$ cat src/sv/lgf_pkg.sv
// ----------------------------------------------------------------------------
// lgf_pkg
// types, constants and tables shared by the gap finder modules
// ----------------------------------------------------------------------------
package lgf_pkg;

  localparam int RANGE_W = 16;
  localparam int BEAM_W  = 12;
  localparam int WIN_W   = 11;
  localparam int COS_W   = 16;
  localparam int ANG_W   = 24;
  localparam int SQ_W    = 33;
  localparam int OUT_W   = 17;
  localparam int ZF_W    = 28;
  localparam int Z_W     = 39;
  localparam int XY_W    = 34;
  localparam int ATAN_N  = 28;

  localparam logic [26:0] TWO_PI_Q24  = 27'd105414357;
  localparam logic [26:0] PI_Q24      = 27'd52707179;
  localparam logic [26:0] HALF_PI_Q24 = 27'd26353589;
  localparam logic [15:0] GAIN_Q16    = 16'd39797;
  localparam logic [16:0] COORD_LIMIT = 17'd65535;

  localparam logic [23:0] ATAN_Q24 [ATAN_N] = '{
    24'd13176795, 24'd7778716, 24'd4110060, 24'd2086331, 24'd1047214, 24'd524117,
    24'd262123, 24'd131069, 24'd65536, 24'd32768, 24'd16384, 24'd8192, 24'd4096,
    24'd2048, 24'd1024, 24'd512, 24'd256, 24'd128, 24'd64, 24'd32, 24'd16, 24'd8,
    24'd4, 24'd2, 24'd1, 24'd0, 24'd0, 24'd0
  };

  typedef enum logic [2:0] {
    REG_THRESHOLD = 3'd0,
    REG_COS_STEP  = 3'd1,
    REG_ANG_STEP  = 3'd2,
    REG_WIN_FIRST = 3'd3,
    REG_WIN_LAST  = 3'd4,
    REG_AHEAD     = 3'd5
  } lgf_reg_e;

  typedef struct packed {
    logic [RANGE_W-1:0] threshold;
    logic [COS_W-1:0]   cos_step;
    logic [ANG_W-1:0]   ang_step;
    logic [WIN_W-1:0]   win_first;
    logic [WIN_W-1:0]   win_last;
    logic [WIN_W-1:0]   ahead;
  } lgf_cfg_t;

  typedef struct packed {
    logic               seen;
    logic [SQ_W-1:0]    sq;
    logic [RANGE_W-1:0] near;
    logic [RANGE_W-1:0] far;
    logic [BEAM_W-1:0]  beam;
  } lgf_job_t;

  typedef enum logic [2:0] {
    F_IDLE, F_M0, F_M1, F_M2, F_M3, F_SQ, F_UPD, F_PUSH
  } lgf_front_e;

  typedef enum logic [3:0] {
    B_IDLE, B_ANG, B_ABS, B_RED, B_FOLD, B_INIT, B_ROT, B_SQRT, B_NEG, B_CTR, B_DONE
  } lgf_back_e;

endpackage

$ cat src/sv/lgf_queue.sv
// ----------------------------------------------------------------------------
// lgf_queue
// two-entry job queue between the front and back parts
// ----------------------------------------------------------------------------
module lgf_queue
  import lgf_pkg::*;
(
  input  logic     clk_i,
  input  logic     rst_ni,
  input  logic     push_i,
  input  lgf_job_t data_i,
  output logic     full_o,
  input  logic     pop_i,
  output lgf_job_t data_o,
  output logic     empty_o
);

  lgf_job_t   mem_q [2];
  logic       wr_q, rd_q;
  logic [1:0] cnt_q;

  assign full_o  = (cnt_q == 2'd2);
  assign empty_o = (cnt_q == 2'd0);
  assign data_o  = mem_q[rd_q];

  always_ff @(posedge clk_i or negedge rst_ni) begin
    if (!rst_ni) begin
      wr_q  <= 1'b0;
      rd_q  <= 1'b0;
      cnt_q <= '0;
    end else begin
      if (push_i) wr_q <= ~wr_q;
      if (pop_i)  rd_q <= ~rd_q;
      cnt_q <= cnt_q + 2'(push_i) - 2'(pop_i);
    end
  end

  always_ff @(posedge clk_i) begin
    if (push_i) mem_q[wr_q] <= data_i;
  end

endmodule

$ cat config.mk
export PLATFORM = sky130hd
export DESIGN_NAME = lgf_queue
export DESIGN_NICKNAME = d
export VERILOG_FILES = /design/src/sv/lgf_pkg.sv /design/src/sv/lgf_queue.sv
export SDC_FILE = /design/constraint.sdc
export NUM_CORES = 1
export LEC_CHECK = 0
export ABC_AREA = 1
export BUFFER_PORTS_ARGS = -buffer_cell sky130_fd_sc_hd__buf_2
export CORE_MARGIN = 10
export CORE_UTILIZATION = 40
export CTS_BUF_LIST = sky130_fd_sc_hd__clkbuf_8
export CTS_CLUSTER_DIAMETER = 30
export DETAILED_ROUTE_END_ITERATION = 16
export GPL_TIMING_DRIVEN = 0
export PLACE_DENSITY = 0.67
export REMOVE_ABC_BUFFERS = 1
export SKIP_LAST_GASP = 1
export SYNTH_ARGS = -nofsm -noshare
export SYNTH_HDL_FRONTEND = slang
export SYNTH_SLANG_ARGS = --single-unit
$ cat constraint.sdc
create_clock -name clk_i -period 9 [get_ports clk_i]
set_clock_uncertainty 0.05 [all_clocks]
set_input_delay 1.8 -clock clk_i [delete_from_list [all_inputs] [get_ports clk_i]]
set_output_delay 1.8 -clock clk_i [all_outputs]
set_load 0.01 [all_outputs]
== After elaboration in Yosys (flattened, before gate mapping) ==
Memories as Yosys holds them, arrays and structs flattened.
Index checks and enable logic that the tools add are counted.
Word-level totals
  bits in registers: 4
  RAM bits: 156
  bits of input ports: 82
  output and inout port bits: 80
  word-level logic and storage cells: 12
  memories: 1
Cells by class
  $add $sub $neg: 2
  equality and inequality tests: 1
  muxes and demuxes: 2
  bitwise gates (word level): 2
  reduce and logical (&&, ||, !) cells: 1
Memories
  mem_q: words 2, width 78, read ports 1, clocked after memory_dff 0, wr ports 1, line lgf_queue.sv:18  | lgf_job_t mem_q [2];
Operators by type and width (number)
  adder 2 x 1 -> 2 bit: 1
  equality test 2 bit (second input constant): 1
  zero test 2 bit: 1
  two-way mux 1 bit: 2
  inverter 1 bit: 2
  subtractor 2 x 1 -> 2 bit: 1

== Depth between registers and ports, before layout ==
  depth in word-level cells: 2
  depth in mapped cells: 7

== Worst setup path before layout ==
OpenSTA, ideal clock, no wires.
  path type: input to register
  start point: in push_i
  end point: mem mem_q[0][0] in the netlist's numbering, enable pin
  setup time: 517 ps
  data arrival time: 5108 ps
  required time: 8433 ps
  path slack: 3325 ps
  cell stages on the path: 2
  path buffers: 0
  path through: inv_1 nor2_1
On the way
  word-level cells in the longest chain between the ends: 2
RTL lines
  start, declared: line lgf_queue.sv:10  | input logic push_i,
  two-way mux 1 bit: line lgf_queue.sv:39  | if (push_i) mem_q[wr_q] <= data_i;
  two-way mux 1 bit (not written as such): line lgf_queue.sv:39
  end, declared: line lgf_queue.sv:18
No other way between the ends.

==> metrics.md <==
| Metric | Value |
|---|---|
| Status | `complete, no violations` |
| Fin. max-slew vios | `0` |
| Initial Utilization | `40.9%` |
| Clock Sinks | `160` |
| Fin cells | `796` |
| Met3 WL | `1140 µm` |
| Max Clk Rate | `0.256 GHz` |
| Setup TNS Final | `0 ps` |
| Post_cts resized | `0` |
| DR iter-0 viols | `164` |
| Vias post-DR | `3566` |
| Sequential Power Share | `48.5%` |
| Initial antenna violation count | `1` |
| Layout Nets | `683` |
| Largest net degree at the start of global routing | `91` |
| Hold crit path type | `reg2reg` |
| First-pass GRT wire length | `18900 µm` |
| WHS | `497 ps` |
| Mapped Avg Cell Area | `13.8 µm²` |
| Routed wire length | `12100 µm` |
| Clk pin slew, worst setup/hold paths | `80 ps` |
| Crit Path Category | `reg2out` |
| Met1 wire length | `4690 µm` |
| Psw | `727 µW` |
| Final Hold Vio Count | `0` |
| Num ports | `162` |
| TritonCTS clock tree | `built` |
| Number of global-route vias before repair | `3712` |
| Die X | `142 µm` |
| Antenna-violating nets left | `0` |
| Post-synthesis sequential area ratio | `80.1%` |
| Slew margin rel. | `52.5%` |
| Maximum vdd drop | `0.148 mV` |
| Die height | `142 µm` |
| Hold Buf Count CTS | `0` |
| Drt pass-1 iters | `4` |
| CP arrival | `2060 ps` |
| Dpl ws | `5530 ps` |
| Fillcell total | `1339` |
| Num rows | `44` |
| CTS Buffer Depth | `2` |
| Area after DPL | `7010 µm²` |
| Pwr/cell area | `297 nW/µm²` |
| Share of cells above drive strength 1 | `32.1%` |
| Port bufs | `161` |
| Final instance area | `7370 µm²` |
| Placed Cells | `764` |
| Die Area | `20200 µm²` |
| Final WS setup | `5090 ps` |
| Number of CTS-inserted buffers | `17` |
| Final setup fails | `0` |
| DR WL/cell | `15.2 µm` |
| Lkg Pwr | `3.16 nW` |
| Yosys cell types | `13` |
| Syn Inst Count | `432` |
| Top Metal Used | `met5` |
| RSZ-0062 raised after global routing | `no` |
| Routability congestion estimate | `0.685` |
| Internal power | `1.46 mW` |
| WP data required | `7150 ps` |
| Area of the core | `14600 µm²` |
| DRC Markers | `0` |
| Crit path capture type | `primary output` |
| Tmin final | `3910 ps` |
| Worst hold start | `wr_q$_DFFE_PN0P_` |
| CP Launch Point | `rd_q$_DFFE_PN0P_` |
| Worst-Margin Slew | `710 ps` |
| Flops & latches, synth | `160` |
| Met2 WL | `6100 µm` |
| RR Startpoint | `wr_q$_DFFE_PN0P_` |
| Sw frac | `33.2%` |
| Number of vias per cell | `4.48` |
| Area Overhead vs Synth | `23.5%` |
| Max-cap violations | `0` |
| Setup bufs post-CTS | `0` |
| Clock share of power | `22.1%` |
| Grt ovf | `0` |
| DP HPWL | `8550 µm` |
| Combinational share of power | `29.4%` |
| Worst-Skew Late Latency | `430 ps` |
| H-Tree Depth | `4` |
| Final period util | `43.5%` |
| Max FO, Critical Path | `90` |
| Critical Path Start Type | `register` |
| Clock root buffer | `clkbuf_8` |
| Synthesized cell area | `5970 µm²` |
| Ys Warns | `0` |
| GR Util All Layers | `12.0%` |
[layout by cell type, fill, tap and decap left out, types with 2 or more instances in the layout]
| master | instances |
|---|---|
| buf_2 | 161 |
| clkinv_1 | 2 |
| buf_16 | 2 |
| edfxtp_1 | 156 |
| buf_12 | 2 |
| o21ai_0 | 71 |
| clkinv_2 | 6 |
| xor2_1 | 2 |
| nor2_1 | 2 |
| o21ai_1 | 7 |
| clkinvlp_4 | 2 |
| nand2_1 | 84 |
| inv_1 | 85 |
| clkbuf_8 | 17 |
| dfrtp_1 | 3 |
| bufinv_16 | 2 |
| ha_1 | 2 |
[Yosys cell counts]
| master | n | area share, % |
|---|---|---|
| buf_2 | 7 | 0.59 |
| buf_4 | 8 | 1.0 |
| clkbuf_1 | 2 | 0.13 |
| dfrtp_1 | 4 | 1.7 |
| edfxtp_1 | 156 | 78 |
| ha_1 | 2 | 0.42 |
| inv_1 | 85 | 5.3 |
| nand2_1 | 84 | 5.3 |
| nand3_1 | 1 | 0.084 |
| nor2_1 | 3 | 0.19 |
| o21ai_0 | 71 | 6.0 |
| o21ai_1 | 7 | 0.59 |
| xor2_1 | 2 | 0.29 |
[per-layer routing]
| metal | vias to the layer above | track usage, % |
|---|---|---|
| met2 | 103 | 20.2 |
| met5 | - | 0 |
| met1 | 1666 | 12.7 |
| li1 | 1785 | - |
| met3 | 10 | 6.17 |
| met4 | 2 | 4.09 |
[per-stage QoR]
step | power (mW) | util, %
after floorplan | 1.42 | -
after global placement | 1.74 | 47.3
after detailed placement | 1.75 | 48.1
after CTS | 2.24 | 50.5
after global routing | 2.34 | 50.5
final | 2.19 | 50.5
[registers in the layout (all words and copies together) (netlist names)]
register  cells
wr_q          1
rd_q          1
cnt_q         2
mem_q       156
[final timing paths]
path | slack, ps | cells after the start | end
worst max-delay path | 5090 | 4 | data_o[57]
worst min-delay path | 500 | 1 | wr_q$_DFFE_PN0P_
worst max register to register | 7310 | 2 | mem_q[0][64]$_DFFE_PP_
min in group asynchronous | 1100 | 1 | wr_q$_DFFE_PN0P_
worst min register to register | 500 | 1 | wr_q$_DFFE_PN0P_
max in group asynchronous | 7650 | 1 | rd_q$_DFFE_PN0P_
[area by class of cell]
| cell class | instances | area (µm²) | share of cell area, % |
|---|---|---|---|
| sequential | 160 | 4790 | 64.9 |
| timing repair buffer | 165 | 901 | 12.2 |
| multi-input combinational | 170 | 772 | 10.5 |
| inverter | 85 | 322 | 4.36 |
| clock buffer | 17 | 234 | 3.17 |
| tap | 184 | 230 | 3.12 |
| clock inverter | 14 | 125 | 1.70 |
| antenna | 1 | 2.50 | 0.0339 |
[power by group through the flow]
stage                     Clock, mW  Combinational, mW  Sequential, mW
after CTS                     0.506              0.670            1.06
after detailed placement          0              0.668            1.08
after floorplan                   0              0.321            1.10
after global placement            0              0.600            1.14
final                         0.484              0.644            1.06
after global routing          0.534              0.727            1.08
[critical path, stage by stage, from the launching register on]
cell     delay (ps)
dfrtp_4         820
buf_16          320
nand2_1          80
o21ai_0         140
buf_2           200
[logic make-up (layout without fill, tap and decap cells)]
| kind of cell | after synthesis | in the layout | share of synthesized area (%) |
|---|---|---|---|
| compound gates | 78 | 78 | 6.54 |
| xor+xnor | 2 | 2 | 0.293 |
| fa+ha+maj | 2 | 2 | 0.419 |
| buf+inv | 102 | 281 | 7.06 |
| flops | 160 | 160 | 80.1 |
| other cells | 0 | 1 | 0 |
| simple gates | 88 | 88 | 5.55 |
(Power assumes the default switching activity.)
