===== src/sv/lgf_pkg.sv =====
// ----------------------------------------------------------------------------
// lgf_pkg
// types, constants and tables shared by the gap finder modules
// ----------------------------------------------------------------------------
package lgf_pkg;

  localparam int RANGE_W = 16;
  localparam int BEAM_W  = 12;
  localparam int WIN_W   = 11;
  localparam int COS_W   = 16;
  localparam int ANG_W   = 24;
  localparam int SQ_W    = 33;
  localparam int OUT_W   = 17;
  localparam int ZF_W    = 28;
  localparam int Z_W     = 39;
  localparam int XY_W    = 34;
  localparam int ATAN_N  = 28;

  localparam logic [26:0] TWO_PI_Q24  = 27'd105414357;
  localparam logic [26:0] PI_Q24      = 27'd52707179;
  localparam logic [26:0] HALF_PI_Q24 = 27'd26353589;
  localparam logic [15:0] GAIN_Q16    = 16'd39797;
  localparam logic [16:0] COORD_LIMIT = 17'd65535;

  localparam logic [23:0] ATAN_Q24 [ATAN_N] = '{
    24'd13176795, 24'd7778716, 24'd4110060, 24'd2086331, 24'd1047214, 24'd524117,
    24'd262123, 24'd131069, 24'd65536, 24'd32768, 24'd16384, 24'd8192, 24'd4096,
    24'd2048, 24'd1024, 24'd512, 24'd256, 24'd128, 24'd64, 24'd32, 24'd16, 24'd8,
    24'd4, 24'd2, 24'd1, 24'd0, 24'd0, 24'd0
  };

  typedef enum logic [2:0] {
    REG_THRESHOLD = 3'd0,
    REG_COS_STEP  = 3'd1,
    REG_ANG_STEP  = 3'd2,
    REG_WIN_FIRST = 3'd3,
    REG_WIN_LAST  = 3'd4,
    REG_AHEAD     = 3'd5
  } lgf_reg_e;

  typedef struct packed {
    logic [RANGE_W-1:0] threshold;
    logic [COS_W-1:0]   cos_step;
    logic [ANG_W-1:0]   ang_step;
    logic [WIN_W-1:0]   win_first;
    logic [WIN_W-1:0]   win_last;
    logic [WIN_W-1:0]   ahead;
  } lgf_cfg_t;

  typedef struct packed {
    logic               seen;
    logic [SQ_W-1:0]    sq;
    logic [RANGE_W-1:0] near;
    logic [RANGE_W-1:0] far;
    logic [BEAM_W-1:0]  beam;
  } lgf_job_t;

  typedef enum logic [2:0] {
    F_IDLE, F_M0, F_M1, F_M2, F_M3, F_SQ, F_UPD, F_PUSH
  } lgf_front_e;

  typedef enum logic [3:0] {
    B_IDLE, B_ANG, B_ABS, B_RED, B_FOLD, B_INIT, B_ROT, B_SQRT, B_NEG, B_CTR, B_DONE
  } lgf_back_e;

endpackage


===== src/sv/lgf_if.sv =====
// ----------------------------------------------------------------------------
// lgf_if
// valid/ready channels for beam samples and gap results
// ----------------------------------------------------------------------------
interface lgf_beam_if;
  logic        valid;
  logic        ready;
  logic [15:0] range_mm;
  logic        last_beam;
  modport source (output valid, range_mm, last_beam, input ready);
  modport sink   (input valid, range_mm, last_beam, output ready);
endinterface



===== src/sv/lgf_front.sv =====
// ----------------------------------------------------------------------------
// lgf_front
// beam counting, jump test, squared chord on a shared multiplier, best tracking
// ----------------------------------------------------------------------------
module lgf_front
  import lgf_pkg::*;
#(
  parameter int MAX_BEAMS = 2048
) (
  input  logic       clk_i,
  input  logic       rst_ni,
  input  lgf_cfg_t   cfg_i,
  lgf_beam_if.sink   beam,
  input  logic       full_i,
  output logic       push_o,
  output lgf_job_t   job_o
);

  localparam int CW = $clog2(MAX_BEAMS);

  lgf_front_e         state_q, state_d;
  logic [RANGE_W-1:0] prev_q, a_q, b_q;
  logic [CW-1:0]      cnt_q;
  logic [BEAM_W-1:0]  first_q;
  logic               last_q;
  logic [47:0]        prod_q;
  logic [SQ_W-1:0]    acc_q, sq_q;
  lgf_job_t           best_q;

  logic               accept, jump, in_win;
  logic [BEAM_W-1:0]  first_w;
  logic [RANGE_W-1:0] diff;
  logic [31:0]        mul_a;
  logic [15:0]        mul_b;
  logic [47:0]        product;
  logic [SQ_W:0]      t_w;

  assign accept  = beam.valid && beam.ready;
  assign first_w = BEAM_W'(CW'(cnt_q - 1'b1));
  assign in_win  = (first_w >= BEAM_W'(cfg_i.win_first)) &&
                   (first_w <= BEAM_W'(cfg_i.win_last));
  assign diff    = (prev_q > beam.range_mm) ? prev_q - beam.range_mm
                                            : beam.range_mm - prev_q;
  assign jump    = (cnt_q != '0) && in_win && (diff > cfg_i.threshold);

  // operand select for the shared multiplier
  always_comb begin
    mul_a = '0;
    mul_b = '0;
    case (state_q)
      F_M0: begin
        mul_a = 32'(a_q);
        mul_b = a_q;
      end
      F_M1: begin
        mul_a = 32'(b_q);
        mul_b = b_q;
      end
      F_M2: begin
        mul_a = 32'(a_q);
        mul_b = b_q;
      end
      F_M3: begin
        mul_a = prod_q[31:0];
        mul_b = cfg_i.cos_step;
      end
      default: ;
    endcase
  end

  assign product = mul_a * mul_b;
  assign t_w     = prod_q[47:14];

  always_comb begin
    state_d = state_q;
    unique case (state_q)
      F_IDLE: if (accept) state_d = jump ? F_M0 : (beam.last_beam ? F_PUSH : F_IDLE);
      F_M0:   state_d = F_M1;
      F_M1:   state_d = F_M2;
      F_M2:   state_d = F_M3;
      F_M3:   state_d = F_SQ;
      F_SQ:   state_d = F_UPD;
      F_UPD:  state_d = last_q ? F_PUSH : F_IDLE;
      F_PUSH: if (!full_i) state_d = F_IDLE;
      default: state_d = F_IDLE;
    endcase
  end

  always_comb begin
    beam.ready = (state_q == F_IDLE);
    push_o     = (state_q == F_PUSH) && !full_i;
    job_o      = best_q;
  end

  always_ff @(posedge clk_i or negedge rst_ni) begin
    if (!rst_ni) begin
      state_q <= F_IDLE;
      prev_q  <= '0;
      cnt_q   <= '0;
      best_q  <= '0;
    end else begin
      state_q <= state_d;
      if (accept) begin
        prev_q <= beam.range_mm;
        cnt_q  <= (cnt_q == CW'(MAX_BEAMS - 1)) ? '0 : cnt_q + 1'b1;
      end
      if (state_q == F_UPD && (!best_q.seen || sq_q > best_q.sq)) begin
        best_q.seen <= 1'b1;
        best_q.sq   <= sq_q;
        best_q.near <= a_q;
        best_q.far  <= b_q;
        best_q.beam <= first_q;
      end
      if (push_o) begin
        prev_q <= '0;
        cnt_q  <= '0;
        best_q <= '0;
      end
    end
  end

  always_ff @(posedge clk_i) begin
    if (accept) begin
      a_q     <= prev_q;
      b_q     <= beam.range_mm;
      first_q <= first_w;
      last_q  <= beam.last_beam;
    end
    case (state_q)
      F_M0: prod_q <= product;
      F_M1: begin
        acc_q  <= prod_q[SQ_W-1:0];
        prod_q <= product;
      end
      F_M2: begin
        acc_q  <= acc_q + prod_q[SQ_W-1:0];
        prod_q <= product;
      end
      F_M3: prod_q <= product;
      F_SQ: sq_q <= ({1'b0, acc_q} > t_w) ? SQ_W'({1'b0, acc_q} - t_w) : '0;
      default: ;
    endcase
  end

endmodule


===== src/flat_wrapper.sv =====
// flat-port wrapper written by rule: the top's interface ports become plain ports
module lgf_front_flat import lgf_pkg::*;
#(
  parameter int MAX_BEAMS = 2048
)
  (clk_i, rst_ni, cfg_i, full_i, push_o, job_o, beam_valid, beam_range_mm, beam_last_beam, beam_ready);
  lgf_beam_if beam_i ();
  input  logic clk_i;
  input  logic rst_ni;
  input  lgf_cfg_t cfg_i;
  input  logic full_i;
  output logic push_o;
  output lgf_job_t job_o;
  input wire logic [$bits(beam_i.valid)-1:0] beam_valid;
  input wire logic [$bits(beam_i.range_mm)-1:0] beam_range_mm;
  input wire logic [$bits(beam_i.last_beam)-1:0] beam_last_beam;
  output wire logic [$bits(beam_i.ready)-1:0] beam_ready;
  assign beam_i.valid = beam_valid;
  assign beam_i.range_mm = beam_range_mm;
  assign beam_i.last_beam = beam_last_beam;
  assign beam_ready = beam_i.ready;
  lgf_front #(.MAX_BEAMS(MAX_BEAMS)) u_core (.clk_i(clk_i), .rst_ni(rst_ni), .cfg_i(cfg_i), .beam(beam_i), .full_i(full_i), .push_o(push_o), .job_o(job_o));
endmodule

===== config.mk =====
export PLATFORM = sky130hd
export DESIGN_NAME = lgf_front_flat
export DESIGN_NICKNAME = d
export VERILOG_FILES = /design/src/sv/lgf_pkg.sv /design/src/sv/lgf_if.sv /design/src/sv/lgf_front.sv /design/src/flat_wrapper.sv
export SDC_FILE = /design/constraint.sdc
export NUM_CORES = 2
export LEC_CHECK = 0
export BUFFER_PORTS_ARGS = -buffer_cell sky130_fd_sc_hd__buf_2
export CORE_MARGIN = 5
export CORE_UTILIZATION = 60
export CTS_CLUSTER_SIZE = 28
export DETAILED_ROUTE_END_ITERATION = 16
export GPL_ROUTABILITY_DRIVEN = 0
export GPL_TIMING_DRIVEN = 0
export HOLD_SLACK_MARGIN = 0.12
export PLACE_DENSITY = 0.76
export SETUP_SLACK_MARGIN = 0.4
export SLEW_MARGIN = 20
export SYNTH_ARGS = -nofsm -noshare
export SYNTH_HDL_FRONTEND = slang
export SYNTH_SLANG_ARGS = --single-unit

===== constraint.sdc =====
create_clock -name clk_i -period 23.9 [get_ports clk_i]
set_clock_uncertainty 0.05 [all_clocks]
set_input_delay 1.195 -clock clk_i [delete_from_list [all_inputs] [get_ports clk_i]]
set_output_delay 1.195 -clock clk_i [all_outputs]
set_load 0.01 [all_outputs]

After elaboration in Yosys (flattened, before gate mapping)
Cells that the tools add are included.
{ "totals": {"reg_bits": 266, "inputBits": 110, "out_inout_bits": 80, "word_cells": 73} }
{ "classes": {"reduce_logical": 18, "add_sub_neg": 6, "n_mux": 17, "order_cmp": 6, "mul": 1, "n_eq_ne": 10} }
{ "ops": {"columns": ["cell", "n"], "rows": [
  ["$mux 78", 2],
  ["$pmux 32 s3", 1],
  ["$pmux 33 s2", 1],
  ["$mul 32x16->48", 1],
  ["$mux 16", 3],
  ["$pmux 16 s3", 1],
  ["$gt 33x34->1", 1],
  ["$add 33x33->33", 1],
  ["$gt 33x33->1", 1],
  ["$mux 11", 3],
  ["$sub 33x33->33", 1],
  ["$gt 16x16->1", 2],
  ["$sub 16x16->16", 2],
  ["$pmux 3 s8", 1],
  ["$mux 3", 5],
  ["$eq 3x3->1 const B", 4],
  ["$add 11x1->11 const B", 1],
  ["$eq 11x11->1 const B", 1],
  ["$ge 11x11->1", 1],
  ["$le 11x11->1", 1],
  ["$reduce_bool 11->1", 1],
  ["$sub 11x1->11 const B", 1],
  ["$eq 3x2->1 const B", 2],
  ["$logic_and 1x1->1", 6],
  ["9 further kinds", 14]
]} }

Logic depth before layout (Yosys ltp)
{ "logic_depth": {"ltp_word": 8, "depth_mapped": 31} }

Worst setup path before layout
OpenSTA, ideal clock, no wires.
{ "synth_path": {"path_kind": "register -> register", "startpoint": "register u_core.state_q[1]", "endpoint": "register u_core.prod_q[42], data pin", "t_arrival_ps": 7300, "path_slack_ps": 16290, "t_required_ps": 23590, "n_path_buf": 4, "stages_incl_launch_ff": 29, "setup_ps": 260, "period_less_slack_ps": 7610, "cell_sequence": "dfrtp_1 clkbuf_1 nor3b_1 clkbuf_1 a21o_1 clkbuf_1 buf_1 nand2_1 fa_1 inv_1 fa_1 inv_1 fa_1 inv_1 fa_1 fa_1 inv_1 fa_1 inv_1 ha_1 a2111o_1 a21oi_2 o31ai_1 a31o_4 o21a_4 o41ai_4 o21ai_1 a31oi_1 xnor2_1"} }
{ "synth_between": {"elab_chain_cells": 4, "elab_cells_between_ends": 9, "classes_between": "1 x mul; 4 x eq/ne; 2 x mux; 2 x reduce/logical"} }
{ "synth_rtl": {"columns": ["element", "line", "text"], "rows": [
  ["start: declaration", "lgf_front.sv:21", "lgf_front_e state_q, state_d;"],
  ["start signal: assignment", "lgf_front.sv:102", "state_q <= state_d;"],
  ["$eq 3x1->1 or $eq 3x2->1 (tied branches)", "lgf_front.sv:50", "case (state_q)"],
  ["$reduce_or 2->1 (no line)", null, null],
  ["$pmux 32 s3 or $pmux 16 s3 (tied branches)", "lgf_front.sv:50", null],
  ["$mul 32x16->48 (*)", "lgf_front.sv:71", "assign product = mul_a * mul_b;"],
  ["via u_core.product[42]", "lgf_front.sv:35", "logic [47:0] product;"],
  ["end signal: assignment", "lgf_front.sv:130", "F_M0: prod_q <= product;"],
  ["end signal: assignment", "lgf_front.sv:133", "prod_q <= product;"],
  ["end signal: assignment", "lgf_front.sv:137", "prod_q <= product;"],
  ["end: declaration", "lgf_front.sv:26", "logic [47:0] prod_q;"]
]} }
The timed path passes the listed nets; every way through them passes the cells marked *.
A chain may end at the register's enable or synchronous reset.

Worst setup path after layout
{ "layout_path": {"startpoint": "register u_core.state_q[2]", "endpoint": "register u_core.prod_q[47], data pin"} }
Same word-level chain as after synthesis.

==> results.yml <==
outcome:
  status: "complete, no violations"
placement:
  place_hpwl_mm: 78.8
  port_buffers: 153
routing:
  vias: 27500
  wl_per_cell_um: 20.3
  drc_errors: 0
  drtIter0Drc: 2615
  firstDrtPassIters: 8
  drt-total-wl_mm: 95.6
  avgViaCountPerCell: 5.82
  ant_nets: 0
sta:
  setup_violations: 0
  worstMarginPinSlew_ns: 1.20
  hold_slack_ns: 0.454
  fmax_mhz: 96.3
  drv_slew: 0
  period_needed_ns: 10.38
  tns_ns: 0
  hold_viol: 0
  rsz0062_at_grt: "no"
  slew_headroom: 0.197
  period_share: 0.434
global_route:
  grt_pass1_vias: 27700
  antenna_found_initial: 3
  grt_start_max_net_pins: 74
  grt_overflow_total: 0
  grt_pass1_wl_mm: 152
  gr-usage-all-layers: 0.319
setup_path:
  end_kind: "flip-flop"
  r2r-end: "u_core.prod_q[47]"
  cp-start-kind: "flip-flop"
  crit_required_ns: 24.15
  rrSetupSlack_ns: 13.52
  arrival_ns: 10.64
  timing.rr.start: "u_core.state_q[2]"
  crit_fanout: 10
  critPathKind: "flip-flop to flip-flop"
  reg2reg_depth: 26
die:
  core_area_mm2: 0.0551
  pin_count: 190
  die_h_um: 246
  die_x_um: 246
  start_util: 0.606
  num_rows: 86
  die-area_mm2: 0.0604
hold_path:
  min_from: "u_core.first_q[1]"
  min_to: "u_core.job_o[1]"
  min_path_type: "flip-flop to flip-flop"
  min_delay_path_depth: 2
final_layout:
  nFillCells: 4510
  regArea_mm2: 0.00742
  final_common_cell: "inv_1"
  layout.nets: 4761
  syn2layout_area_growth_pct: 8.89
  layout-drive-gt1-share: 0.0659
  final_cell_mix: "inv_1, nand2_1, fa_1"
  multi_input_area_mm2: 0.0227
  final_util: 0.659
yosys:
  synth_cell_types: 81
  synth-async-reset-ratio: 0.404
  synth_edf_count: 158
  syn_area_per_cell_um2: 8.90
  yosys_warnings: 0
  syn_area_mm2: 0.0334
  syn_inst: 3749
  seq_area_frac_synth: 0.222
  synth_ff_type: "edfxtp_1"
  syn_nets: 4571
  synth_seq_cells: 265
clocking:
  clkSlewWorstSetupHoldPaths_ns: 0.07
  cts_setup_buffers: 0
  hold_buffers: 0
  cts_num_sinks: 265
  worstSkewPairLatency_ns: 0.58
  clock-root-buffer: "clkbuf_16"
  cts.htree.levels: 1
  cts_resized: 0
  cts_tree: "done"
  cts_buffers: 30
  cts_buffer_depth: 3
flow_run:
  drv_cap: 0
-- stage by stage --
stage	setup slack (ns)	instances	instance area (µm²)
floorplan	16.29	3749	33400
global placement	13.73	4650	35100
detailed placement	13.78	4655	35200
CTS	13.75	4711	36300
global route	13.19	4712	36300
finish	13.52	4713	36300
-- per-layer routing --
layer  global-route usage  share of wire
met4                0.142          0.059
met2                0.486           0.43
met5                    0              0
met1                0.438           0.40
met3               0.0764           0.11
-- sequential cells by signal, indices dropped and copies added (netlist names), 3 cells and up --
register        flops
u_core.b_q         16
u_core.job_o       77
u_core.a_q         16
u_core.prev_q      16
u_core.first_q     11
u_core.prod_q      48
u_core.state_q      3
u_core.cnt_q       11
u_core.acc_q       33
u_core.sq_q        33
-- worst max path at each step --
stage	cells past startpoint	to	slack (ns)	from
after floorplan	28	u_core.prod_q[42]	16.29	u_core.state_q[1]
after global placement	28	u_core.prod_q[47]	13.73	u_core.state_q[2]
after detailed placement	28	u_core.prod_q[47]	13.78	u_core.state_q[2]
after CTS	28	u_core.prod_q[47]	13.75	u_core.state_q[2]
final	26	u_core.prod_q[47]	13.52	u_core.state_q[2]
after global routing	28	u_core.prod_q[47]	13.19	u_core.state_q[2]
-- cells by family after synthesis --
family | share of synthesized area
and+or+nand+nor | 0.141
DFF | 0.222
muxes | 0.0276
xor gates and xnor gates | 0.0320
adders and majority gates | 0.362
AOI/OAI and AO/OA | 0.118
other | 0.000112
buffers and inverters | 0.0966
-- cells in the mapped netlist (7+ instances only) --
cell type,instances,area share
nand3_1,52,0.0078
ha_1,290,0.11
edfxtp_1,158,0.14
buf_4,7,0.0016
o211ai_1,7,0.0016
and2_1,25,0.0047
o31ai_1,8,0.0018
a21oi_1,166,0.025
nor2b_1,26,0.0049
xor2_1,55,0.014
xnor2_1,67,0.018
dfrtp_1,107,0.080
a211oi_1,21,0.0047
and3_1,11,0.0021
nor3_1,34,0.0051
o21bai_1,16,0.0036
buf_1,10,0.0011
o21a_1,14,0.0032
nand2b_1,23,0.0043
mux2i_1,82,0.025
fa_1,422,0.25
inv_1,702,0.079
o21ai_0,132,0.020
a2111oi_0,7,0.0018
nand2_1,486,0.055
mux2_2,8,0.0027
nor4_1,13,0.0024
clkbuf_1,123,0.014
nor2_1,366,0.041
nand4_1,32,0.0060
a22oi_1,33,0.0074
a31oi_1,19,0.0036
a21o_1,117,0.026
nor4b_1,7,0.0018
-- final cells by class --
type	instances	area share
clock inverter	24	0.00999
sequential	265	0.204
inverter	702	0.0725
multi-input combinational	2635	0.626
timing repair buffer	158	0.0244
antenna	2	0.000138
clock buffer	32	0.0209
buffer	147	0.0162
tap	748	0.0258
-- worst max-delay path, stage by stage, from the launching register on --
cell	delay, ns
dfrtp_1	0.32
clkbuf_1	0.31
nor3b_1	0.67
clkbuf_1	0.59
a21o_1	0.28
clkbuf_1	0.51
buf_1	0.70
nand2_1	0.17
fa_1	0.57
inv_1	0.05
fa_1	0.49
fa_1	0.46
fa_1	0.48
fa_1	0.49
inv_1	0.05
fa_1	0.55
inv_1	0.06
ha_1	0.34
a21oi_1	0.28
o21ai_0	0.22
or2_2	0.40
a211oi_1	0.68
o21ai_1	0.39
a41oi_1	0.55
nand2b_1	0.17
a32oi_1	0.11
xnor2_1	0.14
Power is left out: the tool's default activity adds up to more than one toggle a clock period on the data nets, which glitch-free logic cannot reach.
