==> config.mk <==
export PLATFORM = sky130hd
export DESIGN_NAME = lgf_back_flat
export DESIGN_NICKNAME = d
export VERILOG_FILES = /design/src/sv/lgf_pkg.sv /design/src/sv/lgf_if.sv /design/src/sv/lgf_back.sv /design/src/flat_wrapper.sv
export SDC_FILE = /design/constraint.sdc
export NUM_CORES = 2
export LEC_CHECK = 0
export ABC_AREA = 1
export BUFFER_PORTS_ARGS = -buffer_cell sky130_fd_sc_hd__buf_4
export CAP_MARGIN = 15
export CORE_MARGIN = 4
export CORE_UTILIZATION = 50
export DETAILED_ROUTE_END_ITERATION = 7
export PLACE_DENSITY_LB_ADDON = 0.3
export SETUP_SLACK_MARGIN = 0.05
export SYNTH_ARGS = -nofsm -noshare
export SYNTH_HDL_FRONTEND = slang
export SYNTH_SLANG_ARGS = --single-unit
==> constraint.sdc <==
create_clock -name clk_i -period 12.3 [get_ports clk_i]
set_clock_uncertainty 0.15 [all_clocks]
set_input_delay 2.46 -clock clk_i [delete_from_list [all_inputs] [get_ports clk_i]]
set_output_delay 2.46 -clock clk_i [all_outputs]
set_load 0.05 [all_outputs]
==> src/sv/lgf_pkg.sv <==
// ----------------------------------------------------------------------------
// lgf_pkg
// types, constants and tables shared by the gap finder modules
// ----------------------------------------------------------------------------
package lgf_pkg;

  localparam int RANGE_W = 16;
  localparam int BEAM_W  = 12;
  localparam int WIN_W   = 11;
  localparam int COS_W   = 16;
  localparam int ANG_W   = 24;
  localparam int SQ_W    = 33;
  localparam int OUT_W   = 17;
  localparam int ZF_W    = 28;
  localparam int Z_W     = 39;
  localparam int XY_W    = 34;
  localparam int ATAN_N  = 28;

  localparam logic [26:0] TWO_PI_Q24  = 27'd105414357;
  localparam logic [26:0] PI_Q24      = 27'd52707179;
  localparam logic [26:0] HALF_PI_Q24 = 27'd26353589;
  localparam logic [15:0] GAIN_Q16    = 16'd39797;
  localparam logic [16:0] COORD_LIMIT = 17'd65535;

  localparam logic [23:0] ATAN_Q24 [ATAN_N] = '{
    24'd13176795, 24'd7778716, 24'd4110060, 24'd2086331, 24'd1047214, 24'd524117,
    24'd262123, 24'd131069, 24'd65536, 24'd32768, 24'd16384, 24'd8192, 24'd4096,
    24'd2048, 24'd1024, 24'd512, 24'd256, 24'd128, 24'd64, 24'd32, 24'd16, 24'd8,
    24'd4, 24'd2, 24'd1, 24'd0, 24'd0, 24'd0
  };

  typedef enum logic [2:0] {
    REG_THRESHOLD = 3'd0,
    REG_COS_STEP  = 3'd1,
    REG_ANG_STEP  = 3'd2,
    REG_WIN_FIRST = 3'd3,
    REG_WIN_LAST  = 3'd4,
    REG_AHEAD     = 3'd5
  } lgf_reg_e;

  typedef struct packed {
    logic [RANGE_W-1:0] threshold;
    logic [COS_W-1:0]   cos_step;
    logic [ANG_W-1:0]   ang_step;
    logic [WIN_W-1:0]   win_first;
    logic [WIN_W-1:0]   win_last;
    logic [WIN_W-1:0]   ahead;
  } lgf_cfg_t;

  typedef struct packed {
    logic               seen;
    logic [SQ_W-1:0]    sq;
    logic [RANGE_W-1:0] near;
    logic [RANGE_W-1:0] far;
    logic [BEAM_W-1:0]  beam;
  } lgf_job_t;

  typedef enum logic [2:0] {
    F_IDLE, F_M0, F_M1, F_M2, F_M3, F_SQ, F_UPD, F_PUSH
  } lgf_front_e;

  typedef enum logic [3:0] {
    B_IDLE, B_ANG, B_ABS, B_RED, B_FOLD, B_INIT, B_ROT, B_SQRT, B_NEG, B_CTR, B_DONE
  } lgf_back_e;

endpackage

==> src/sv/lgf_if.sv <==


interface lgf_gap_if;
  logic               valid;
  logic               ready;
  logic               gap_found;
  logic [16:0]        gap_width_mm;
  logic signed [16:0] center_x_mm;
  logic signed [16:0] center_y_mm;
  modport source (output valid, gap_found, gap_width_mm, center_x_mm, center_y_mm,
                  input ready);
  modport sink   (input valid, gap_found, gap_width_mm, center_x_mm, center_y_mm,
                  output ready);
endinterface

==> src/sv/lgf_back.sv <==
// ----------------------------------------------------------------------------
// lgf_back
// angle reduction, cordic rotation, integer square root and result register
// ----------------------------------------------------------------------------
module lgf_back
  import lgf_pkg::*;
#(
  parameter int CORDIC_STEPS = 20
) (
  input  logic      clk_i,
  input  logic      rst_ni,
  input  lgf_cfg_t  cfg_i,
  input  logic      empty_i,
  input  lgf_job_t  job_i,
  output logic      pop_o,
  lgf_gap_if.source gap
);

  localparam int SW = $clog2(CORDIC_STEPS);

  lgf_back_e              state_q, state_d;
  lgf_job_t               job_q;
  logic                   phase_q, zneg_q, neg_q, neg1_q, load;
  logic signed [Z_W-1:0]  alpha_q;
  logic [Z_W-1:0]         mag_q;
  logic [3:0]             k_q;
  logic [26:0]            rr_q;
  logic signed [ZF_W-1:0] zr_q;
  logic signed [XY_W-1:0] x_q, y_q, c1_q, s1_q, c2_q, s2_q;
  logic [SW-1:0]          step_q;
  logic [SQ_W-1:0]        rem_q, bit_q;
  logic [SQ_W:0]          root_q;
  logic [OUT_W-1:0]       w_q;
  logic signed [OUT_W-1:0] cx_q, cy_q;

  logic                   out_valid_q, out_found_q;
  logic [OUT_W-1:0]       out_w_q;
  logic signed [OUT_W-1:0] out_x_q, out_y_q;

  // combinational datapath pieces
  logic signed [13:0]      beam_off;
  logic signed [Z_W-1:0]   z_w;
  logic [Z_W-1:0]          modulus;
  logic signed [ZF_W-1:0]  v_w, fold_w;
  logic                    fold_neg;
  logic [31:0]             gain_prod;
  logic [RANGE_W-1:0]      radius;
  logic signed [XY_W-1:0]  xs, ys, xn, yn;
  logic signed [ZF_W-1:0]  atan_w;
  logic [SQ_W:0]           trial;
  logic signed [XY_W:0]    sum_x, sum_y;
  logic signed [XY_W-15:0] pos_x, pos_y;
  logic                    last_step;

  assign beam_off = $signed({2'b0, job_q.beam}) - $signed({3'b0, cfg_i.ahead});
  assign z_w      = phase_q ? alpha_q + $signed({15'b0, cfg_i.ang_step}) : alpha_q;
  assign modulus  = Z_W'(TWO_PI_Q24) << k_q;

  // fold (-pi, pi] into [-pi/2, pi/2]
  always_comb begin
    v_w = (rr_q > PI_Q24) ? $signed({1'b0, rr_q}) - $signed({1'b0, TWO_PI_Q24})
                          : $signed({1'b0, rr_q});
    fold_w   = v_w;
    fold_neg = 1'b0;
    if (v_w > $signed({1'b0, HALF_PI_Q24})) begin
      fold_w   = v_w - $signed({1'b0, PI_Q24});
      fold_neg = 1'b1;
    end else if (v_w < -$signed({1'b0, HALF_PI_Q24})) begin
      fold_w   = v_w + $signed({1'b0, PI_Q24});
      fold_neg = 1'b1;
    end
  end

  assign radius    = phase_q ? job_q.far : job_q.near;
  assign gain_prod = radius * GAIN_Q16;

  assign xs        = x_q >>> step_q;
  assign ys        = y_q >>> step_q;
  assign xn        = (zr_q >= 0) ? x_q - ys : x_q + ys;
  assign yn        = (zr_q >= 0) ? y_q + xs : y_q - xs;
  assign atan_w    = $signed({4'b0, ATAN_Q24[5'(step_q)]});
  assign last_step = (step_q == SW'(CORDIC_STEPS - 1));

  assign trial = root_q + (SQ_W+1)'(bit_q);

  assign sum_x = XY_W'(c1_q) + c2_q + (XY_W+1)'(1 << 14);
  assign sum_y = XY_W'(s1_q) + s2_q + (XY_W+1)'(1 << 14);
  assign pos_x = sum_x[XY_W:15];
  assign pos_y = sum_y[XY_W:15];

  assign load = (state_q == B_DONE) && (!out_valid_q || gap.ready);

  always_comb begin
    state_d = state_q;
    unique case (state_q)
      B_IDLE: if (!empty_i) state_d = job_i.seen ? B_ANG : B_DONE;
      B_ANG:  state_d = B_ABS;
      B_ABS:  state_d = B_RED;
      B_RED:  if (k_q == 4'd0) state_d = B_FOLD;
      B_FOLD: state_d = B_INIT;
      B_INIT: state_d = B_ROT;
      B_ROT:  if (last_step) state_d = phase_q ? B_SQRT : B_ABS;
      B_SQRT: if (bit_q == SQ_W'(1)) state_d = B_NEG;
      B_NEG:  state_d = B_CTR;
      B_CTR:  state_d = B_DONE;
      B_DONE: if (load) state_d = B_IDLE;
      default: state_d = B_IDLE;
    endcase
  end

  always_comb begin
    pop_o            = (state_q == B_IDLE) && !empty_i;
    gap.valid        = out_valid_q;
    gap.gap_found    = out_found_q;
    gap.gap_width_mm = out_w_q;
    gap.center_x_mm  = out_x_q;
    gap.center_y_mm  = out_y_q;
  end

  always_ff @(posedge clk_i or negedge rst_ni) begin
    if (!rst_ni) begin
      state_q     <= B_IDLE;
      out_valid_q <= 1'b0;
    end else begin
      state_q <= state_d;
      if (load)           out_valid_q <= 1'b1;
      else if (gap.ready) out_valid_q <= 1'b0;
    end
  end

  always_ff @(posedge clk_i) begin
    case (state_q)
      B_IDLE: begin
        job_q   <= job_i;
        phase_q <= 1'b0;
        w_q     <= '0;
        cx_q    <= '0;
        cy_q    <= '0;
      end
      B_ANG: alpha_q <= Z_W'($signed({1'b0, cfg_i.ang_step}) * beam_off);
      B_ABS: begin
        zneg_q <= z_w[Z_W-1];
        mag_q  <= z_w[Z_W-1] ? Z_W'(-z_w) : Z_W'(z_w);
        k_q    <= 4'd11;
      end
      B_RED: begin
        if (mag_q >= modulus) mag_q <= mag_q - modulus;
        k_q <= k_q - 1'b1;
      end
      B_FOLD: rr_q <= (zneg_q && mag_q[26:0] != '0) ? TWO_PI_Q24 - mag_q[26:0]
                                                    : mag_q[26:0];
      B_INIT: begin
        zr_q   <= fold_w;
        neg_q  <= fold_neg;
        x_q    <= XY_W'(gain_prod >> 2);
        y_q    <= '0;
        step_q <= '0;
      end
      B_ROT: begin
        x_q    <= xn;
        y_q    <= yn;
        zr_q   <= (zr_q >= 0) ? zr_q - atan_w : zr_q + atan_w;
        step_q <= step_q + 1'b1;
        if (last_step) begin
          if (!phase_q) begin
            c1_q    <= xn;
            s1_q    <= yn;
            neg1_q  <= neg_q;
            phase_q <= 1'b1;
          end else begin
            c2_q   <= neg_q ? -xn : xn;
            s2_q   <= neg_q ? -yn : yn;
            rem_q  <= job_q.sq;
            root_q <= '0;
            bit_q  <= SQ_W'(1) << (SQ_W - 1);
          end
        end
      end
      B_SQRT: begin
        if ({1'b0, rem_q} >= trial) begin
          rem_q  <= SQ_W'({1'b0, rem_q} - trial);
          root_q <= (root_q >> 1) + (SQ_W+1)'(bit_q);
        end else begin
          root_q <= root_q >> 1;
        end
        bit_q <= bit_q >> 2;
      end
      B_NEG: begin
        if (neg1_q) begin
          c1_q <= -c1_q;
          s1_q <= -s1_q;
        end
      end
      B_CTR: begin
        w_q  <= root_q[OUT_W-1:0];
        cx_q <= (pos_x > $signed({1'b0, COORD_LIMIT})) ? $signed(COORD_LIMIT) :
                (pos_x < -$signed({1'b0, COORD_LIMIT})) ? -$signed(COORD_LIMIT) :
                OUT_W'(pos_x);
        cy_q <= (pos_y > $signed({1'b0, COORD_LIMIT})) ? $signed(COORD_LIMIT) :
                (pos_y < -$signed({1'b0, COORD_LIMIT})) ? -$signed(COORD_LIMIT) :
                OUT_W'(pos_y);
      end
      default: ;
    endcase
    if (load) begin
      out_found_q <= job_q.seen;
      out_w_q     <= w_q;
      out_x_q     <= cx_q;
      out_y_q     <= cy_q;
    end
  end

endmodule

==> src/flat_wrapper.sv <==
// flat-port wrapper written by rule: the top's interface ports become plain ports
module lgf_back_flat import lgf_pkg::*;
#(
  parameter int CORDIC_STEPS = 20
)
  (clk_i, rst_ni, cfg_i, empty_i, job_i, pop_o, gap_valid, gap_gap_found, gap_gap_width_mm, gap_center_x_mm, gap_center_y_mm, gap_ready);
  lgf_gap_if gap_i ();
  input  logic clk_i;
  input  logic rst_ni;
  input  lgf_cfg_t cfg_i;
  input  logic empty_i;
  input  lgf_job_t job_i;
  output logic pop_o;
  output wire logic [$bits(gap_i.valid)-1:0] gap_valid;
  output wire logic [$bits(gap_i.gap_found)-1:0] gap_gap_found;
  output wire logic [$bits(gap_i.gap_width_mm)-1:0] gap_gap_width_mm;
  output wire logic [$bits(gap_i.center_x_mm)-1:0] gap_center_x_mm;
  output wire logic [$bits(gap_i.center_y_mm)-1:0] gap_center_y_mm;
  input wire logic [$bits(gap_i.ready)-1:0] gap_ready;
  assign gap_valid = gap_i.valid;
  assign gap_gap_found = gap_i.gap_found;
  assign gap_gap_width_mm = gap_i.gap_width_mm;
  assign gap_center_x_mm = gap_i.center_x_mm;
  assign gap_center_y_mm = gap_i.center_y_mm;
  assign gap_i.ready = gap_ready;
  lgf_back #(.CORDIC_STEPS(CORDIC_STEPS)) u_core (.clk_i(clk_i), .rst_ni(rst_ni), .cfg_i(cfg_i), .empty_i(empty_i), .job_i(job_i), .pop_o(pop_o), .gap(gap_i));
endmodule
Word level (Yosys, flattened, before mapping)
Memory sizes are Yosys's and may differ from the RTL's.
Index checks and enable logic that the tools add are counted.
- register bits: 636
- output and inout bits: 54
- ROM bits: 768
- memories kept: 1
- memory list (memory ; depth ; width ; rd ports ; clocked after Yosys merged registers in ; wr ports ; line ; source):
    (name not given) ; 32 ; 24 ; 1 ; 0 ; 0 ; lgf_back.sv:81 ; assign atan_w = $signed({4'b0, ATAN_Q24[5'(step_q)]});
- order comparisons: 11
- add/subtract/negate cells: 27
- shifts and indexed selects: 3
- multiply operators: 2
- eq/ne operators: 22
- bitwise gates (word level): 2
- mux-type cells: 60
- reductions and logical operators: 24
- operators by type and width (operator ; count):
    $mux 34 ; 13
    $pmux 34 s2 ; 5
    $mux 33 ; 5
    $neg 34->34 ; 4
    $pmux 33 s2 ; 2
    $mux 39 ; 3
    $mux 28 ; 4
    $pmux 17 s2 ; 3
    $pmux 39 s2 ; 1
    $add 34x34->35 ; 2
    $add 35x16->35 const B ; 2
    $add 34x34->34 ; 2
    $mux 17 ; 4
    $sshr 34x5->34 ; 2
    $sub 34x34->34 ; 2
    $pmux 28 s2 ; 1
    $mux 24 ; 2
    $pmux 4 s11 ; 1
    $gt 20x17->1 const B ; 2
    $lt 20x17->1 const B ; 2
    $add 39x25->39 ; 1
    $ge 39x39->1 ; 1
    $neg 39->39 ; 1
    $shl 27x4->39 const A ; 1
    49 further kinds ; 85

Depth between registers and ports, before layout
- depth after elaboration: 7
- depth in mapped cells: 43
- mapped depth without buffers: 42

Least setup slack after synthesis
Ideal clock, no wire load.
- kind: input to register
- start point: input cfg_i[0] (netlist bit)
- end point: register u_core.alpha_q[31], data pin
- stages on the path: 35
- path slack: 2.147 ns
- arrival time: 9.740 ns
- path buffers: 0
- cells stage by stage: ha_1 > fa_1 > inv_1 > nand3_1 > nand2_1 > nand2_1 > nand2_1 > a21oi_1 > or2_2 > nand2_1 > a21oi_1 > or2_2 > nand2_1 > a21oi_1 > or2_2 > nand2_1 > clkinv_1 > nand2_1 > fa_1 > fa_1 > inv_1 > fa_1 > fa_1 > fa_1 > inv_1 > fa_1 > inv_1 > ha_1 > a21oi_1 > o21ai_0 > a21boi_0 > o21ai_0 > a21boi_0 > o21bai_1 > xor2_1
- cells in the longest elaborated chain, start to end: 2
- ends and longest elaborated chain (item ; line ; source):
    from (decl) ; flat_wrapper.sv:10 ; input lgf_cfg_t cfg_i;
    $sub 12x11->13 ; lgf_back.sv:55 ; assign beam_off = $signed({2'b0, job_q.beam}) - $signed({3'b0, cfg_i.ahead});
    $mul 25x13->38 ; lgf_back.sv:140 ; B_ANG: alpha_q <= Z_W'($signed({1'b0, cfg_i.ang_step}) * beam_off);
    to (signal assigned) ; lgf_back.sv:140 ;
    to (decl) ; lgf_back.sv:24 ; logic signed [Z_W-1:0] alpha_q;
Every way passes these cells.
A chain may end at the register's enable or synchronous reset.

Final worst setup path
- start point: input cfg_i[0] (netlist bit)
- end point: register u_core.alpha_q[29], data pin
The elaborated chain is that of the path after synthesis.

==> impl_metrics.json <==
{
  "status": "finished clean",
  "die_area_mm2": 0.1504,
  "cts.sinks": 619,
  "synth_compound_area_share_pct": 12.36,
  "netlist_area_mm2": 0.07215,
  "cpLargestDelayFamily": "adder cells",
  "cap_violations": 0,
  "clk_latency_ns": 0.70,
  "synth_top_family_by_area": "simple AND/OR/NAND/NOR gates",
  "post_drt_wl_per_cell_um": 18.61,
  "relSlewSlack_pct": 29.16,
  "synthAdderAreaFrac_pct": 20.81,
  "critPathCaptureType": "register",
  "via_per_inst": 5.599,
  "final_max_slew_viol_count": 0,
  "yosysWarnings": 0,
  "ys_types": 71,
  "crit_type": "input port to register",
  "syn_avg_cell_area_um2": 7.234,
  "diodes": 0,
  "drive_gt1_share_pct": 5.282,
  "synthFlopType": "edfxtp_1",
  "initial_core_util_pct": 50.28,
  "yosysSeqAreaShare_pct": 25.73,
  "cts_resized": 0,
  "drt_iter0_markers": 6046,
  "drc": 0,
  "routed_wl_um": 223500,
  "grt_overflow_total": 0,
  "syn2layout_area_growth_pct": 8.108,
  "synthTopCellsByArea": "edfxtp_1, nand2_1, ha_1",
  "die_x_um": 387.9,
  "setup_tns_ns": 0,
  "fin_crit_sh_pct": 83.91,
  "core_mm2": 0.1435,
  "grt_pass1_wl_um": 353500,
  "tritoncts": "yes",
  "rsz0062_at_grt": "no",
  "synth_top_area_share_pct": 25.56,
  "period_needed_ns": 10.32,
  "die_h_um": 387.9,
  "ys_ff_latch": 619,
  "arrival_ns": 10.60,
  "fill_cells": 13850,
  "final_cell_area_mm2": 0.07800,
  "final_common_cell": "nand2_1",
  "grt_use_total_pct": 29.08,
  "critPathMaxFanout": 8,
  "gp_congestion": 0.9772,
  "ff_latch_area_mm2": 0.01856,
  "slowest_delay_ns": 0.56,
  "synth.mux.area_fraction_pct": 0.2081,
  "fp-row-count": 139,
  "layout.cells.most_common_list": "nand2_1, inv_1, nor2_1",
  "crit_buf_inv": 7,
  "synth_nets": 11130,
  "clk_pin_slew_ns": 0.06,
  "clockBufferDepth": 3,
  "syn_inst": 9973,
  "setup_viol": 0,
  "first_global_vias": 64750,
  "antenna_found_initial": 4,
  "synth-xor-area-share_pct": 5.352,
  "postCtsSetupRepairBufs": 0,
  "place_area_mm2": 0.07530,
  "finalWorstSetupSlack_ns": 1.979,
  "io_buffer_count": 170,
  "hold_buffers": 0,
  "start_kind": "input port",
  "yosys.area_share.simple_pct": 26.65,
  "ant_nets": 0,
  "fin_nets": 11210,
  "vias": 67250,
  "dp_hpwl_um": 179700,
  "yosysTopAreaCell": "edfxtp_1",
  "synth_edf_count": 614,
  "synthArstFlopShare_pct": 0.8078,
  "hold_ws_ns": 0.2660,
  "cts_buffers": 77,
  "htree_levels": 3,
  "multi_input_area_mm2": 0.04727,
  "fmax_mhz": 96.89,
  "first_pass_iters": 5,
  "critPathSlowestCell": "fa_1",
  "cts-root-buf": "clkbuf_16",
  "finalHoldViolCount": 0,
  "crit_required_ns": 12.57,
  "worst_pin_slew_ns": 1.063,
  "io-pin-count": 225,
  "place_ws_ns": 1.273,
  "hold_path_class": "register to register",
  "grt_max_degree": 103
}
-- per-layer routing --
| layer | wire length, um | global-route usage [%] | vias to the layer above |
|---|---|---|---|
| met5 | 41 | 0 | - |
| met2 | 102700 | 47.76 | 2271 |
| met3 | 13860 | 3.229 | 357 |
| met4 | 8610 | 10.66 | 6 |
| li1 | - | - | 32910 |
| met1 | 98250 | 39.69 | 31710 |
-- worst register-to-register path, delay by kind of cell (launching register included) --
family | cells | cell delay (ns)
fa+ha+maj | 9 | 3.98
simple gates | 11 | 1.62
compound gates | 9 | 1.61
buf+inv | 7 | 0.75
flops | 1 | 0.32
xor+xnor | 1 | 0.09
-- kinds of logic after synthesis --
family          after synthesis
xor+xnor                    440
fa+ha+maj                   989
simple gates               4631
flops                       619
buf+inv                    1662
compound gates             1617
mux                          15
-- state kept, by name (all words and copies together) (netlist names), 27 cells and up --
register / count
u_core.alpha_q: 38
u_core.s2_q: 34
u_core.rem_q: 33
u_core.root_q: 34
u_core.x_q: 34
u_core.rr_q: 27
u_core.c2_q: 34
u_core.y_q: 34
u_core.zr_q: 28
u_core.s1_q: 34
u_core.c1_q: 34
u_core.job_q: 78
u_core.mag_q: 39
-- metrics by stage --
step	instances	utilization [%]
6_report	12010	54.36
5_1_grt	12010	54.36
4_1_cts	12010	54.36
3_5_place_dp	11870	52.48
3_3_place_gp	11870	52.48
2_1_floorplan	9973	-
-- final timing paths --
check                                                   from                                   to  slack (ns)  cells past startpoint
worst max-delay path                                cfg_i[0]         u_core.alpha_q[29]$_DFFE_PP_        1.98                     37
min in group asynchronous                             rst_ni        u_core.state_q[1]$_DFFE_PN0P_        1.43                      1
worst min register to register  u_core.cx_q[2]$_SDFFCE_PN0P_  u_core.gap.center_x_mm[2]$_DFFE_PP_        0.27                      0
worst min-delay path            u_core.cx_q[2]$_SDFFCE_PN0P_  u_core.gap.center_x_mm[2]$_DFFE_PP_        0.27                      0
max in group asynchronous                             rst_ni         u_core.gap.valid$_DFFE_PN0P_       10.41                      1
worst max register to register     u_core.job_q[0]$_DFFE_PP_         u_core.alpha_q[29]$_DFFE_PP_        3.51                     37
-- synth_stat cells, types with 10 or more instances --
cell type  number
a21boi_0       31
nand3b_1       35
xnor2_1       134
xor2_1        305
nor2_1       1103
buf_2          36
o22ai_1        43
clkinv_1       12
nand3_1       567
a21oi_1       559
a21o_1         34
clkbuf_1      156
buf_4          11
nor3_1        103
nor4_1         35
nand4_1       122
o21ai_0       692
nand2_1      2527
o21bai_1       33
or2_2          58
nor2_2         10
buf_6          11
inv_1        1391
nand2_2        26
mux2i_1        15
nand2_4        12
fa_1          352
o21ai_1        29
edfxtp_1      614
a31oi_1        52
ha_1          637
o211ai_1       40
o21a_1         23
buf_1          22
inv_2          21
-- final cells by class --
class / count / share of cell area (%)
inverters: 1426 / 6.869
clock inverters: 56 / 0.9160
well taps: 1903 / 3.053
clock buffers: 85 / 2.536
flip-flops and latches: 619 / 23.80
repair buffers: 231 / 2.223
multi-input cells: 7692 / 60.60
Power is left out: the tool's default activity adds up to more than one toggle a clock period on the data nets, which glitch-free logic cannot reach.
